`src/rtl/assert_macros.svh`:
```
// Assertion macros shared by the interpolator RTL.
`ifndef ASSERT_MACROS_SVH
`define ASSERT_MACROS_SVH
`ifndef SYNTH
// Check a property on every clock edge outside reset.
`define ASSERT_CLKRST(label, clk, rst_n, prop) \
    label: assert property (@(posedge clk) disable iff (!rst_n) (prop)) \
        else $error("interpolator assertion failed");
// Check a property on every clock edge, reset included.
`define ASSERT_CLK(label, clk, prop) \
    label: assert property (@(posedge clk) (prop)) \
        else $error("interpolator assertion failed");
`else
`define ASSERT_CLKRST(label, clk, rst_n, prop)
`define ASSERT_CLK(label, clk, prop)
`endif
`endif

```
`src/rtl/tvi_pkg.sv`:
```
// Types, constants and helper functions of the trilinear vector interpolator.
`timescale 1ns / 1ps
package tvi_pkg;

    localparam int COORD_WIDTH = 16;
    localparam int FRAC_BITS   = 16;
    localparam int NUM_CORNERS = 8;
    localparam int NUM_COMP    = 3;
    localparam int CORNER_W    = NUM_COMP * COORD_WIDTH;
    localparam int CFG_IDX_W   = $clog2(NUM_CORNERS);

    typedef logic [CFG_IDX_W-1:0]       t_cfg_idx;
    typedef logic [CORNER_W-1:0]        t_corner;
    typedef logic signed [COORD_WIDTH-1:0] t_coord;
    typedef logic [FRAC_BITS:0]         t_frac;

    localparam t_frac FRAC_ONE = t_frac'(1) << FRAC_BITS;

    // Register indexes of the corner registers
    localparam t_cfg_idx CORNER_000 = t_cfg_idx'(0);
    localparam t_cfg_idx CORNER_100 = t_cfg_idx'(1);
    localparam t_cfg_idx CORNER_010 = t_cfg_idx'(2);
    localparam t_cfg_idx CORNER_110 = t_cfg_idx'(3);
    localparam t_cfg_idx CORNER_001 = t_cfg_idx'(4);
    localparam t_cfg_idx CORNER_101 = t_cfg_idx'(5);
    localparam t_cfg_idx CORNER_011 = t_cfg_idx'(6);
    localparam t_cfg_idx CORNER_111 = t_cfg_idx'(7);

    typedef struct packed {
        t_frac frac_u;
        t_frac frac_v;
        t_frac frac_w;
    } t_in_item;

    typedef struct packed {
        t_coord x_out;
        t_coord y_out;
        t_coord z_out;
    } t_out_item;

    // Extract one signed coordinate from a packed corner
    function automatic t_coord coord_of(input t_corner corner, input int comp);
        coord_of = t_coord'(corner[comp*COORD_WIDTH +: COORD_WIDTH]);
    endfunction

    // Clamp a fraction to 1.0
    function automatic t_frac sat_frac(input t_frac f);
        sat_frac = (f > FRAC_ONE) ? FRAC_ONE : f;
    endfunction

endpackage

```
`src/rtl/tvi_cfg.sv`:
```
// Corner register file written through the configuration channel.
`timescale 1ns / 1ps
module tvi_cfg (
    input  logic                 i_clk,
    input  logic                 i_rst_n,
    input  logic                 i_cfg_valid,
    input  tvi_pkg::t_cfg_idx    i_cfg_index,
    input  tvi_pkg::t_corner     i_cfg_data,
    output logic                 o_cfg_ready,
    output tvi_pkg::t_corner     o_corner [tvi_pkg::NUM_CORNERS]
);
    import tvi_pkg::*;

    t_corner r_corner [NUM_CORNERS];

    // Take every write at once
    assign o_cfg_ready = 1'b1;

    // Store the written corner, clear all corners on reset
    always_ff @(posedge i_clk) begin
        if (!i_rst_n) begin
            for (int i = 0; i < NUM_CORNERS; i++) begin
                r_corner[i] <= '0;
            end
        end else if (i_cfg_valid) begin
            r_corner[i_cfg_index] <= i_cfg_data;
        end
    end

    assign o_corner = r_corner;

endmodule

```
`config.mk`:
```
export PLATFORM = sky130hd
export DESIGN_NAME = tvi_cfg
export DESIGN_NICKNAME = d
export VERILOG_FILES = /design/src/rtl/assert_macros.svh /design/src/rtl/tvi_pkg.sv /design/src/rtl/tvi_cfg.sv
export SDC_FILE = /design/constraint.sdc
export NUM_CORES = 1
export LEC_CHECK = 0
export BUFFER_PORTS_ARGS = -buffer_cell sky130_fd_sc_hd__buf_2
export CAP_MARGIN = 0
export CORE_AREA = 2 2 170 172
export DETAILED_ROUTE_END_ITERATION = 16
export DIE_AREA = 0 0 172 174
export GPL_TIMING_DRIVEN = 0
export PLACE_DENSITY_LB_ADDON = 0.2
export SLEW_MARGIN = 20
export SYNTH_ARGS = -nofsm -noshare
export SYNTH_HDL_FRONTEND = slang
export SYNTH_SLANG_ARGS = --single-unit
```
`constraint.sdc`:
```
create_clock -name i_clk -period 3.7 [get_ports i_clk]
set_input_delay 0.555 -clock i_clk [delete_from_list [all_inputs] [get_ports i_clk]]
set_output_delay 0.555 -clock i_clk [all_outputs]
set_load 0.05 [all_outputs]
```
==> flow_metrics.env <==
export IMPL_status="completed"
export IMPL_cpMaxStageDelayCell="dfxtp_1"
export IMPL_die_y_um=174
export IMPL_start_util=0.4883
export IMPL_path_clk_slew_ps=60
export IMPL_yosysSeqAreaShare=0.5576
export IMPL_crit_type="reg -> out"
export IMPL_final_hold_viol_count=0
export IMPL_numCtsBuffers=39
export IMPL_overflow=0
export IMPL_synth_top_area_cell="dfxtp_1"
export IMPL_synth_simple_gate_area_share=0.1241
export IMPL_dp_cells=2121
export IMPL_synth_adder_area_share=0
export IMPL_synth_top_area_share=0.5576
export IMPL_top_level_ports=439
export IMPL_area_growth_pct=28.12
export IMPL_slowest_delay_ps=390
export IMPL_setup_viol=0
export IMPL_finClkSkew_ps=0
export IMPL_dr_pass1_iters=4
export IMPL_grt_pass1_vias=10738
export IMPL_tns_ps=0
export IMPL_yosys_cell_count_top_type="nand2_1"
export IMPL_drc=0
export IMPL_grt_usage=0.2754
export IMPL_endpoint_kind="primary output"
export IMPL_cpLargestDelayFamily="flip-flops"
export IMPL_worstPathCellList="buf_2"
export IMPL_grt_pass1_wl_mm=63.01
export IMPL_hold_path_cell_count=2
export IMPL_drv_slew=0
export IMPL_synth_compound_area_frac=0
export IMPL_die_area_um2=29930
export IMPL_syn_inst=1305
export IMPL_leakagePower_nw=9.986
export IMPL_maxCapViolCount=0
export IMPL_numPortBuffers=432
export IMPL_cts_sinks=384
export IMPL_syn_avg_cell_area_um2=10.56
export IMPL_synth_top_family_by_area="multiplexers"
export IMPL_die_w_um=172
export IMPL_powerDensity_nw_per_um2=506.9
export IMPL_fillers=2482
export IMPL_drt_wl_total_mm=42.48
export IMPL_layoutNonFillerInstCount=2190
export IMPL_core_um2=28240
export IMPL_worstMarginPinSlew_ps=751.0
export IMPL_synth_cell_types=14
export IMPL_yosys_area_share_xor_xnor=0
export IMPL_row_count=62
export IMPL_relSlewSlack=0.4993
export IMPL_largest_reg_flops=384
export IMPL_ys_ff_latch=384
export IMPL_min_period_ps=1757
export IMPL_async_reset_ff_frac=0
export IMPL_reg2reg_depth=2
export IMPL_cts_setup_buffers=0
export IMPL_root_buffer="clkbuf_16"
export IMPL_hp_class="reg -> reg"
export IMPL_fin_nets=1832
export IMPL_cp_depth=1
export IMPL_dp_hpwl_mm=30.83
export IMPL_cts_tree="yes"
export IMPL_yosys_top_cells_area="dfxtp_1, mux2i_1, nand2_1"
export IMPL_antenna_found_initial=3
export IMPL_cts_buffer_depth=3
export IMPL_peakVddDrop_mv=0.3141
export IMPL_max_freq_mhz=569.2
export IMPL_synth_warnings=0
export IMPL_muxShareOfSynthArea=0.2788
export IMPL_rsz0062_at_grt="no"
export IMPL_period_share=0.4748
export IMPL_synth_ff_type="dfxtp_1"
export IMPL_routed_via_count=10928
export IMPL_synth_fp_nets=1359
export IMPL_gp_congestion=0.8036
export IMPL_clkLatencyLatePin_ps=520
export IMPL_hold_buffers=0
export IMPL_wire_per_inst_um=19.40
export IMPL_synth_edf_count=0
export IMPL_cts_resized_gates=0
export IMPL_worst_ep_arrival_time_ps=1200
export IMPL_ant_nets=0
export IMPL_grt_max_degree=14
export IMPL_cp_start_kind="flip-flop"
export IMPL_cts_max_level=2
export IMPL_rrSetupSlack_ps=3040
export IMPL_synth_top_cells_by_count="nand2_1, dfxtp_1, mux2i_1, clkbuf_1, buf_2"
export IMPL_layout_drive_gt1_share=0.2977
export IMPL_crit_required_ps=3140
export IMPL_crit_buf_inv=1
export IMPL_drt_iter0_drc=418
export IMPL_cp_max_fo=2
export IMPL_netlist_area_um2=13790
export IMPL_via_per_inst=4.990
==> report_power, final <==
group | internal (mW) | total [mW] | leakage (nW) | switching [mW]
clock network | 2.24 | 3.83 | 0.605 | 1.59
logic | 0.198 | 0.853 | 6.27 | 0.655
registers | 4.23 | 4.27 | 3.11 | 0.0450
==> per-layer routing <==
metal / up-vias / track usage / wire [µm]
met1: 5185 / 0.3298 / 17260
met4: 2 / 0.1092 / 1761
met3: 101 / 0.08356 / 3630
li1: 5247 / - / -
met2: 393 / 0.4608 / 19810
met5: - / 0 / 13
==> cell type report <==
type / count / area (µm²) / area share
multi-input combinational: 825 / 5559 / 0.3147
clock inverter: 6 / 58.81 / 0.003329
antenna: 2 / 5.005 / 0.0002833
timing repair buffer: 432 / 2162 / 0.1224
buffer: 96 / 540.5 / 0.03060
tap: 384 / 480.5 / 0.02720
clock buffer: 61 / 1171 / 0.06630
sequential: 384 / 7687 / 0.4352
==> kinds of logic (layout without fill, tap and decap cells) <==
kind of cell	after synthesis	after routing
other cells	1	3
mux	384	384
flops	384	384
buf+inv	96	595
simple gates	440	440
==> worst paths after layout <==
check,start,to
worst max-delay path,o_corner[110],o_corner[110]
worst min-delay path,o_corner[376],o_corner[376]
worst max register to register,o_corner[110],o_corner[110]
worst min register to register,o_corner[376],o_corner[376]
==> per-stage QoR <==
stage / util / setup WS [ps] / power, mW / hold slack, ps / area [µm²]
after floorplan: - / 2092 / 4.959 / 673.8 / 13790
after global placement: 0.5818 / 1595 / 5.207 / 439.9 / 16430
after detailed placement: 0.5818 / 1573 / 5.218 / 445.2 / 16430
after CTS: 0.6254 / 1907 / 8.989 / 455.9 / 17660
after global routing: 0.6255 / 1900 / 9.209 / 471.1 / 17660
final: 0.6256 / 1943 / 8.954 / 453.1 / 17660
==> layout by cell type (no fill, tap or decap), drive strengths merged <==
master and count:
bufinv 1, nand4bb 3, diode 2, clkinv 5
buf 488, nand4b 3, conb 1, clkbuf 101
dfxtp 384, nor4b 1, nand4 1, nand2 432
mux2i 384
Power figures use the tool's default switching activity.
