--- config.mk ---
export PLATFORM = sky130hd
export DESIGN_NAME = tvi_lerp
export DESIGN_NICKNAME = d
export VERILOG_FILES = /design/src/rtl/tvi_pkg.sv /design/src/rtl/tvi_lerp.sv
export VERILOG_INCLUDE_DIRS = /design/src /design/src/rtl
export SDC_FILE = /design/constraint.sdc
export NUM_CORES = 1
export LEC_CHECK = 0
export ABC_AREA = 1
export BUFFER_PORTS_ARGS = -buffer_cell sky130_fd_sc_hd__buf_2
export CORE_MARGIN = 4
export CORE_UTILIZATION = 25
export DETAILED_ROUTE_END_ITERATION = 12
export HOLD_SLACK_MARGIN = 0.03
export PLACE_DENSITY_LB_ADDON = 0.1
export SLEW_MARGIN = 40
export SYNTH_ARGS = -nofsm -noshare
export SYNTH_HDL_FRONTEND = slang
export SYNTH_SLANG_ARGS = --single-unit
--- constraint.sdc ---
create_clock -name i_clk -period 8.15 [get_ports i_clk]
set_input_delay 1.63 -clock i_clk [delete_from_list [all_inputs] [get_ports i_clk]]
set_output_delay 1.63 -clock i_clk [all_outputs]
set_load 0.1 [all_outputs]
--- src/rtl/assert_macros.svh ---
// Assertion macros shared by the interpolator RTL.
`ifndef ASSERT_MACROS_SVH
`define ASSERT_MACROS_SVH
`ifndef SYNTH
// Check a property on every clock edge outside reset.
`define ASSERT_CLKRST(label, clk, rst_n, prop) \
    label: assert property (@(posedge clk) disable iff (!rst_n) (prop)) \
        else $error("interpolator assertion failed");
// Check a property on every clock edge, reset included.
`define ASSERT_CLK(label, clk, prop) \
    label: assert property (@(posedge clk) (prop)) \
        else $error("interpolator assertion failed");
`else
`define ASSERT_CLKRST(label, clk, rst_n, prop)
`define ASSERT_CLK(label, clk, prop)
`endif
`endif

--- src/rtl/tvi_pkg.sv ---
// Types, constants and helper functions of the trilinear vector interpolator.
`timescale 1ns / 1ps
package tvi_pkg;

    localparam int COORD_WIDTH = 16;
    localparam int FRAC_BITS   = 16;
    localparam int NUM_CORNERS = 8;
    localparam int NUM_COMP    = 3;
    localparam int CORNER_W    = NUM_COMP * COORD_WIDTH;
    localparam int CFG_IDX_W   = $clog2(NUM_CORNERS);

    typedef logic [CFG_IDX_W-1:0]       t_cfg_idx;
    typedef logic [CORNER_W-1:0]        t_corner;
    typedef logic signed [COORD_WIDTH-1:0] t_coord;
    typedef logic [FRAC_BITS:0]         t_frac;

    localparam t_frac FRAC_ONE = t_frac'(1) << FRAC_BITS;

    // Register indexes of the corner registers
    localparam t_cfg_idx CORNER_000 = t_cfg_idx'(0);
    localparam t_cfg_idx CORNER_100 = t_cfg_idx'(1);
    localparam t_cfg_idx CORNER_010 = t_cfg_idx'(2);
    localparam t_cfg_idx CORNER_110 = t_cfg_idx'(3);
    localparam t_cfg_idx CORNER_001 = t_cfg_idx'(4);
    localparam t_cfg_idx CORNER_101 = t_cfg_idx'(5);
    localparam t_cfg_idx CORNER_011 = t_cfg_idx'(6);
    localparam t_cfg_idx CORNER_111 = t_cfg_idx'(7);

    typedef struct packed {
        t_frac frac_u;
        t_frac frac_v;
        t_frac frac_w;
    } t_in_item;

    typedef struct packed {
        t_coord x_out;
        t_coord y_out;
        t_coord z_out;
    } t_out_item;

    // Extract one signed coordinate from a packed corner
    function automatic t_coord coord_of(input t_corner corner, input int comp);
        coord_of = t_coord'(corner[comp*COORD_WIDTH +: COORD_WIDTH]);
    endfunction

    // Clamp a fraction to 1.0
    function automatic t_frac sat_frac(input t_frac f);
        sat_frac = (f > FRAC_ONE) ? FRAC_ONE : f;
    endfunction

endpackage

--- src/rtl/tvi_lerp.sv ---
// Two-stage bank of parallel lerps: multiply, then floor-shift and add.
`timescale 1ns / 1ps
`include "assert_macros.svh"
module tvi_lerp #(
    parameter int LANES = 1
) (
    input  logic            i_clk,
    input  logic            i_rst_n,
    input  logic            i_valid,
    input  tvi_pkg::t_coord i_a [LANES],
    input  tvi_pkg::t_coord i_b [LANES],
    input  tvi_pkg::t_frac  i_t,
    output logic            o_valid,
    output tvi_pkg::t_coord o_res [LANES]
);
    import tvi_pkg::*;

    localparam int PW = COORD_WIDTH + FRAC_BITS + 3;

    logic signed [COORD_WIDTH:0]  n_diff [LANES];
    logic signed [FRAC_BITS+1:0]  n_t;
    logic signed [PW-1:0]         n_prod [LANES];
    t_coord                       n_res  [LANES];

    logic                         r_val_m;
    logic                         r_val_o;
    t_coord                       r_a    [LANES];
    t_coord                       r_b    [LANES];
    logic signed [PW-1:0]         r_prod [LANES];
    t_coord                       r_res  [LANES];

    // Form (b - a) * t per lane
    always_comb begin
        n_t = $signed({1'b0, i_t});
        for (int l = 0; l < LANES; l++) begin
            n_diff[l] = $signed({i_b[l][COORD_WIDTH-1], i_b[l]})
                      - $signed({i_a[l][COORD_WIDTH-1], i_a[l]});
            n_prod[l] = n_diff[l] * n_t;
        end
    end

    // Floor-divide by one and add the start point; the result stays within a..b
    always_comb begin
        for (int l = 0; l < LANES; l++) begin
            n_res[l] = r_a[l] + t_coord'(r_prod[l][FRAC_BITS +: COORD_WIDTH]);
        end
    end

    // Advance valid bits
    always_ff @(posedge i_clk) begin
        if (!i_rst_n) begin
            r_val_m <= 1'b0;
            r_val_o <= 1'b0;
        end else begin
            r_val_m <= i_valid;
            r_val_o <= r_val_m;
        end
    end

    // Advance payload
    always_ff @(posedge i_clk) begin
        r_a    <= i_a;
        r_b    <= i_b;
        r_prod <= n_prod;
        r_res  <= n_res;
    end

    assign o_valid = r_val_o;
    assign o_res   = r_res;

    `ASSERT_CLKRST(a_lerp_latency, i_clk, i_rst_n, r_val_o |-> $past(i_valid, 2))

    for (genvar l = 0; l < LANES; l++) begin : g_chk
        `ASSERT_CLKRST(a_prod_sign, i_clk, i_rst_n, (r_val_m && (r_b[l] >= r_a[l])) |-> !r_prod[l][PW-1])
        `ASSERT_CLKRST(a_res_bound, i_clk, i_rst_n, r_val_o |-> (($past(r_a[l]) <= r_res[l] && r_res[l] <= $past(r_b[l])) || ($past(r_b[l]) <= r_res[l] && r_res[l] <= $past(r_a[l]))))
    end

endmodule

==> flow_metrics.py, run 1 <==
metrics = {
    "setup_path": {
        "rr_startpoint": "r_prod[22]$_DFF_P_",
        "start_kind": "input pin",
        "worstSetupStartpoint": "i_a[0]",
        "end_kind": "flip-flop",
        "path_class": "input pin to flip-flop",
        "cp_common_cell": "nand2_1",
        "r2r_cells": 9,
        "cp_data_arrival_time_ps": 8040,
        "regToRegEndpoint": "o_res[12]$_DFF_P_",
        "slowest_stage": "fa_1",
        "path_delay_family": "adder cells",
        "cp.depth": 31,
        "path_buf_inv": 7,
        "r2r_slack_ps": 6010,
        "max_stage_delay_ps": 540,
        "crit_fanout": 10,
        "cp.required_ps": 8330,
        "crit_end": "r_prod[24]$_DFF_P_",
    },
    "layout": {
        "antenna_cells": 0,
        "layout-drive-gt1-share": 0.185,
        "final_core_util": 0.314,
        "syn_to_final_growth_pct": 23.0,
        "seqCellArea_sq_mm": 0.00100,
        "fill_cells": 5167,
        "multi_input_area_sq_mm": 0.00966,
        "final_nets": 2143,
    },
    "hold_path": {
        "hold_path.class": "flip-flop to flip-flop",
        "min_from": "r_val_m$_SDFF_PN0_",
    },
    "yosys": {
        "synth_top_area_frac": 0.377,
        "ys_warn_count": 0,
        "syn_area_sq_mm": 0.0119,
        "ys_top_cells_by_count": "inv_1, nand2_1, fa_1, nor2_1, ha_1",
        "netlist_instances": 1517,
        "synth.most_common_cell": "inv_1",
        "yosysTopAreaCell": "fa_1",
        "seq_area_frac_synth": 0.0838,
        "ys_async_sr_fraction": 0,
        "dominantRegCellSynth": "dfxtp_1",
        "synth_area_per_cell_sq_um": 7.88,
        "ys_types": 43,
        "synth_enable_flop_cells": 0,
        "synthTopCellsByArea": "fa_1, ha_1, inv_1",
        "synth_fp_nets": 1931,
        "ys_seq_elements": 50,
    },
    "timing": {
        "fmax_mhz": 127,
        "skew_ps": 6.82,
        "slew_headroom": 0.602,
        "tightestPinTransition_ps": 596,
        "slew_viol_final": 0,
        "period_needed_ps": 7870,
        "setup_viol": 0,
        "fin_crit_sh": 0.965,
        "hold_viol": 0,
    },
    "clock_tree": {
        "path_clk_slew_ps": 70,
        "cts-root-buf": "clkbuf_16",
        "postCtsHoldBufs": 0,
        "ctsLongestPathBuffers": 2,
        "cts-htree-levels": 2,
        "clk_latency_ps": 290,
        "cts_tree": "done",
        "cts_inserted_buffers": 5,
        "cts_num_sinks": 50,
    },
    "floorplanning": {
        "row_count": 79,
        "die_w_um": 227,
        "die-area_sq_mm": 0.0514,
        "ioPinCount": 69,
        "coreArea_sq_mm": 0.0469,
        "start_util": 0.255,
        "die_h_um": 227,
    },
    "detailed_routing": {
        "drc": 0,
        "vias": 9925,
        "ant_nets": 0,
        "wl_mm": 40.2,
        "wire_per_inst_um": 17.2,
        "initialDrtViolationCount": 417,
        "via_per_inst": 4.25,
        "firstDrtPassIters": 5,
    },
    "global_route": {
        "grt_pass1_vias": 10844,
        "grt.overflow.total": 0,
        "grt_max_degree": 18,
        "antenna_found_initial": 0,
        "grt_usage": 0.160,
        "grt_pass1_wl_mm": 62.9,
    },
    "status": {
        "status": "complete, no violations",
    },
    "run": {
        "maxCapViolCount": 0,
    },
    "placed_design": {
        "dp_hpwl_mm": 35.7,
        "place.gp.congestion": 0.861,
        "io_buffers": 68,
    },
}
-- timing repair --
action	4_1_cts	5_1_grt
endpoints found under the setup margin	1	16
gates resized for setup	1	74
buffers inserted	0	2
pin swaps	0	18
-- tightest hold or removal path: stages (launching register included) --
cell and delay [ps]:
dfxtp_1 310, nand2_1 50, inv_1 40
-- cells in the final DEF (no fill, tap or decap), types with 3 or more instances in the layout --
| cell type | n |
|---|---|
| dfxtp_1 | 50 |
| a21boi_2 | 3 |
| a21boi_0 | 3 |
| inv_1 | 367 |
| o21ai_1 | 9 |
| nand2_2 | 13 |
| a31oi_1 | 4 |
| a21o_1 | 4 |
| clkbuf_16 | 5 |
| nor4_1 | 3 |
| nand2_1 | 274 |
| o21ai_0 | 21 |
| fa_1 | 220 |
| nor2_2 | 6 |
| nor2_1 | 174 |
| ha_1 | 130 |
| a21oi_2 | 6 |
| xor2_1 | 23 |
| buf_4 | 159 |
| buf_2 | 68 |
| clkinvlp_4 | 4 |
| nand3_1 | 28 |
| inv_2 | 4 |
| nor3_1 | 6 |
| or2_2 | 12 |
| buf_12 | 5 |
| clkinv_1 | 11 |
| o21bai_1 | 5 |
| ha_4 | 7 |
| buf_6 | 4 |
| nand4_1 | 10 |
| a21oi_1 | 46 |
| fa_2 | 5 |
| xnor2_1 | 9 |
-- kinds of logic after synthesis --
family                   Yosys count  synth area share
buffers and inverters            416             0.132
flip-flops                        50            0.0838
XOR/XNOR                          34            0.0256
AO/OA/AOI/OAI                    116            0.0561
adder cells (fa/ha/maj)          362             0.520
AND/OR/NAND/NOR                  539             0.182
-- area by class of cell --
| type | count | area share |
|---|---|---|
| clock buffers | 5 | 0.00851 |
| clock inverters | 2 | 0.00102 |
| inverters | 385 | 0.0990 |
| multi-input cells | 1051 | 0.657 |
| flip-flops and latches | 50 | 0.0681 |
| well taps | 607 | 0.0517 |
| repair buffers | 236 | 0.114 |
-- stage by stage --
| stage | worst slack [ps] | hold slack, ps | instance area, sq um | TNS [ps] | cells |
|---|---|---|---|---|---|
| 2_1_floorplan | 343 | 390 | 11900 | 0 | 1517 |
| 3_3_place_gp | -305 | 404 | 14200 | -2210 | 2327 |
| 3_5_place_dp | -340 | 413 | 14200 | -2680 | 2327 |
| 4_1_cts | 60.6 | 430 | 14400 | 0 | 2334 |
| 5_1_grt | -18.3 | 444 | 14700 | -24.1 | 2336 |
| 6_report | 282 | 422 | 14700 | 0 | 2336 |
-- registers in the layout (all words and copies together) (netlist names) --
| signal | cells |
|---|---|
| r_val_m | 1 |
| r_a | 16 |
| r_prod | 16 |
| o_res | 16 |
| o_valid | 1 |
-- layer usage --
layer | GRT usage | wire length [um]
met5 | 0 | 0
met4 | 0.0228 | 523
met3 | 0.0162 | 1510
met2 | 0.270 | 18500
met1 | 0.229 | 19600
-- worst min-delay path by stage --
stage,end,slack (ps),cells past startpoint
after floorplan,o_valid$_SDFF_PN0_,390,2
after global placement,o_valid$_SDFF_PN0_,400,2
after detailed placement,o_valid$_SDFF_PN0_,410,2
after CTS,o_valid$_SDFF_PN0_,430,2
after global routing,o_valid$_SDFF_PN0_,440,2
final,o_valid$_SDFF_PN0_,420,2
Power of run 1 is left out: the tool's default activity adds up to more than one toggle a clock period on the data nets, which glitch-free logic cannot reach.
==> run 2: changes to the inputs <==
--- a/config.mk
+++ b/config.mk
@@ -12,2 +12,3 @@
 export CORE_UTILIZATION = 25
+export CTS_CLUSTER_SIZE = 12
 export DETAILED_ROUTE_END_ITERATION = 12
==> constraint.sdc (replaced) <==
create_clock -name i_clk -period 8.15 [get_ports i_clk]
set_input_delay 2.0375 -clock i_clk [delete_from_list [all_inputs] [get_ports i_clk]]
set_output_delay 2.0375 -clock i_clk [all_outputs]
set_load 0.01 [all_outputs]
==> run 2 against run 1 <==
Net effect:
- final area up 7.0%
- wire length up 1.5%
- critical endpoint is now r_prod[27]$_DFF_P_
- sequential cell count unchanged
- critical path type unchanged
==> flow_metrics.py, run 2 (synthesis gave the netlist of run 1 again) <==
metrics = {
    "placed_design": {
        "io_buffers": 68,
        "place.gp.congestion": 0.898,
        "place_inst": 2376,
        "postPlaceCellArea_sq_mm": 0.0146,
        "dp_hpwl_mm": 36.4,
    },
    "clock_tree": {
        "postCtsHoldBufs": 0,
        "path_clk_slew_ps": 70,
        "cts-htree-levels": 2,
        "cts-root-buf": "clkbuf_16",
        "cts_num_sinks": 50,
        "cts_tree": "done",
        "clk_latency_ps": 290,
        "cts_inserted_buffers": 5,
        "ctsLongestPathBuffers": 2,
    },
    "hold_path": {
        "hold_path.class": "flip-flop to flip-flop",
        "hold_depth": 2,
        "hold_end": "o_valid$_SDFF_PN0_",
        "min_from": "r_val_m$_SDFF_PN0_",
    },
    "layout": {
        "final_nets": 2202,
        "syn_to_final_growth_pct": 31.5,
        "fin_area_sq_mm": 0.0157,
        "final_common_cell": "inv_1",
        "fin_cells": 2395,
        "layout-drive-gt1-share": 0.266,
        "mostFrequentLayoutCells": "inv_1, nand2_1, fa_1",
        "antenna_cells": 0,
    },
    "detailed_routing": {
        "firstDrtPassIters": 5,
        "drc": 0,
        "via_per_inst": 4.33,
        "wl_mm": 40.7,
        "initialDrtViolationCount": 358,
        "ant_nets": 0,
        "wire_per_inst_um": 17.0,
        "vias": 10370,
    },
    "setup_path": {
        "crit_fanout": 8,
        "cp_common_cell": "fa_1",
        "start_kind": "input pin",
        "r2r_cells": 9,
        "slowest_stage": "fa_2",
        "cp.required_ps": 8370,
        "end_kind": "flip-flop",
        "rr_startpoint": "r_prod[22]$_DFF_P_",
        "max_stage_delay_ps": 590,
        "r2r_slack_ps": 5960,
        "worstSetupStartpoint": "i_a[0]",
        "path_class": "input pin to flip-flop",
        "cp_data_arrival_time_ps": 8330,
        "regToRegEndpoint": "o_res[12]$_DFF_P_",
    },
    "timing": {
        "setup_viol": 0,
        "fmax_mhz": 123,
        "slew_headroom": 0.638,
        "tightestPinTransition_ps": 538,
        "slew_viol_final": 0,
        "period_needed_ps": 8110,
        "rsz0062_at_grt": "yes",
        "hold_viol": 0,
        "skew_ps": 7.83,
        "hold-worst-slack_ps": 414,
        "fin_crit_sh": 0.995,
    },
    "floorplanning": {
        "coreArea_sq_mm": 0.0469,
        "die_w_um": 227,
        "die_h_um": 227,
        "start_util": 0.255,
        "die-area_sq_mm": 0.0514,
        "row_count": 79,
        "ioPinCount": 69,
    },
    "run": {
        "maxCapViolCount": 0,
    },
    "global_route": {
        "grt.overflow.total": 0,
        "grt_max_degree": 17,
        "grt_pass1_wl_mm": 63.3,
        "grt_usage": 0.161,
        "antenna_found_initial": 0,
        "grt_pass1_vias": 11117,
    },
    "status": {
        "status": "complete, no violations",
    },
}
run 2: cell count changes in the layout (fill, tap and decap cells not counted), moves of 10 or more:
cell	before	now
buf_4	159	209
nor2_1	174	155
nand2_1	274	257
inv_1	367	352
buf_6	4	17
ha_1	130	118
ha_4	7	18
nor2_4	0	11
inv_2	4	14
run 2: area by class of cell:
| type | instances | area [sq um] |
|---|---|---|
| inverters | 385 | 1470 |
| clock inverters | 2 | 15.0 |
| repair buffers | 295 | 2150 |
| well taps | 607 | 759 |
| fillers | 5060 | 31100 |
| multi-input cells | 1051 | 10200 |
| flip-flops and latches | 50 | 1000 |
| clock buffers | 5 | 125 |
run 2: metrics by stage:
step	setup slack [ps]	setup TNS [ps]	util
after floorplan	44.6	0	-
after global placement	-957	-8930	0.311
after detailed placement	-963	-9510	0.311
after CTS	-28.8	-51.7	0.321
after global routing	-158	-1370	0.335
final	41.8	0	0.335
run 2: worst max path at each step:
stage / endpoint / slack [ps] / cells past startpoint
2_1_floorplan: r_prod[26]$_DFF_P_ / 40 / 31
3_3_place_gp: r_prod[27]$_DFF_P_ / -960 / 31
3_5_place_dp: r_prod[27]$_DFF_P_ / -960 / 31
4_1_cts: r_prod[27]$_DFF_P_ / -30 / 33
5_1_grt: r_prod[27]$_DFF_P_ / -160 / 32
6_report: r_prod[27]$_DFF_P_ / 40 / 30
run 2: repair_timing:
item	4_1_cts	5_1_grt
buffers inserted	2	10
pin swaps	30	67
gates resized for setup	82	153
endpoints found under the setup margin	16	16
run 2: critical path, delay by kind of cell:
| family | cells | cell delay, ps |
|---|---|---|
| adders and majority gates | 9 | 3890 |
| AOI/OAI and AO/OA | 4 | 590 |
| and+or+nand+nor | 8 | 850 |
| buffers and inverters | 7 | 640 |
| xor gates and xnor gates | 2 | 320 |
run 2: routing by layer:
metal | track usage | up-vias | wire length, um
li1 | - | 5040 | -
met1 | 0.228 | 5105 | 19700
met2 | 0.273 | 187 | 19000
met3 | 0.0124 | 38 | 1260
met4 | 0.0271 | 0 | 725
met5 | 0 | - | 0
Power of run 2 is left out for the same reason.
==> run 3: changes to the inputs <==
CTS_BUF_LIST = sky130_fd_sc_hd__clkbuf_8   (was unset)
RECOVER_POWER = 50   (was unset)
==> run 3 against run 2 <==
Net effect:
- via count barely moved
- wire length is 0.25% higher
- worst hold slack improved by 5.8 ps
- highest routed layer unchanged
- clock skew about the same
- critical path type unchanged
==> flow_metrics.py, run 3 (synthesis gave the netlist of run 1 again) <==
metrics = {
    "timing": {
        "slew_headroom": 0.619,
        "period_needed_ps": 8090,
        "tightestPinTransition_ps": 571,
        "rsz0062_at_grt": "yes",
        "skew_ps": 8.02,
        "fin_crit_sh": 0.993,
        "setup_viol": 0,
        "hold_viol": 0,
        "fmax_mhz": 124,
        "slew_viol_final": 0,
    },
    "clock_tree": {
        "path_clk_slew_ps": 100,
        "ctsLongestPathBuffers": 2,
        "cts-htree-levels": 2,
        "cts_num_sinks": 50,
        "postCtsHoldBufs": 0,
        "cts-root-buf": "clkbuf_8",
        "cts_inserted_buffers": 5,
        "clk_latency_ps": 310,
        "cts_tree": "done",
    },
    "floorplanning": {
        "start_util": 0.255,
        "row_count": 79,
        "die-area_sq_mm": 0.0514,
        "coreArea_sq_mm": 0.0469,
        "ioPinCount": 69,
        "die_w_um": 227,
        "die_h_um": 227,
    },
    "status": {
        "status": "complete, no violations",
    },
    "global_route": {
        "grt_usage": 0.161,
        "grt.overflow.total": 0,
        "grt_max_degree": 17,
        "grt_pass1_wl_mm": 63.4,
        "grt_pass1_vias": 11087,
        "antenna_found_initial": 0,
    },
    "layout": {
        "mostFrequentLayoutCells": "inv_1, nand2_1, fa_1",
        "antenna_cells": 0,
        "final_core_util": 0.337,
        "layout-drive-gt1-share": 0.276,
        "fin_area_sq_mm": 0.0158,
        "final_nets": 2205,
        "syn_to_final_growth_pct": 32.1,
        "fill_cells": 5050,
        "final_common_cell": "inv_1",
    },
    "hold_path": {
        "hold_path.class": "flip-flop to flip-flop",
    },
    "setup_path": {
        "crit_fanout": 8,
        "cp_common_cell": "inv_2",
        "max_stage_delay_ps": 560,
        "start_kind": "input pin",
        "cp.required_ps": 8390,
        "path_buf_inv": 11,
        "end_kind": "flip-flop",
        "cp_data_arrival_time_ps": 8340,
        "path_delay_family": "adder cells",
        "slowest_stage": "fa_2",
        "path_class": "input pin to flip-flop",
        "r2r_slack_ps": 5980,
    },
    "run": {
        "maxCapViolCount": 0,
    },
    "placed_design": {
        "place.gp.congestion": 0.898,
        "postPlaceCellArea_sq_mm": 0.0146,
        "io_buffers": 68,
        "dp_hpwl_mm": 36.4,
    },
    "detailed_routing": {
        "drc": 0,
        "wire_per_inst_um": 17.0,
        "vias": 10368,
        "ant_nets": 0,
        "wl_mm": 40.8,
        "initialDrtViolationCount": 401,
        "firstDrtPassIters": 4,
        "via_per_inst": 4.32,
    },
}
run 3: cell count changes in the layout (fill, tap and decap cells not counted), sizes merged:
cell	before	now
clkbuf	5	12
buf	295	291
run 3: routing by layer:
layer / part of all wire / vias to the layer above / GRT usage
met1: 0.48 / 5115 / 0.228
met3: 0.033 / 33 / 0.0122
met4: 0.014 / 0 / 0.0259
li1: - / 5044 / -
met2: 0.47 / 176 / 0.274
met5: 0 / - / 0
run 3: repair_timing:
action,CTS,global route
setup endpoints to repair,16,16
resized for setup,62,200
pin swaps,22,95
buffers inserted,1,15
gates cloned,0,1
run 3: final cells by class:
cell class              instances  area [sq um]  share of cell area
clock buffers                   5          68.8             0.00436
inverters                     385          1470              0.0932
repair buffers                298          2180               0.138
clock inverters                 2          15.0            0.000951
flip-flops and latches         50          1000              0.0634
well taps                     607           759              0.0481
multi-input cells            1051         10300               0.652
run 3: worst min-delay path, delay by kind of cell (launching register included):
kind | cells | cell delay (ps)
buffers and inverters | 1 | 30
flip-flops | 1 | 310
AND/OR/NAND/NOR | 1 | 50
run 3: path summary, 6_finish.rpt:
kind,to,cells after the start,start
max,r_prod[26]$_DFF_P_,34,i_b[0]
min,o_valid$_SDFF_PN0_,2,r_val_m$_SDFF_PN0_
max reg2reg,o_res[12]$_DFF_P_,9,r_prod[22]$_DFF_P_
min reg2reg,o_valid$_SDFF_PN0_,2,r_val_m$_SDFF_PN0_
run 3: per-stage QoR:
step | setup TNS, ps | setup WS (ps) | cells | hold slack [ps]
finish | 0 | 57.0 | 2398 | 420
global route | -1180 | -171 | 2398 | 462
CTS | -29.2 | -29.2 | 2384 | 423
detailed placement | -9510 | -963 | 2376 | 401
global placement | -8930 | -957 | 2376 | 400
floorplan | 0 | 44.6 | 1517 | 390
Power of run 3 is left out for the same reason.
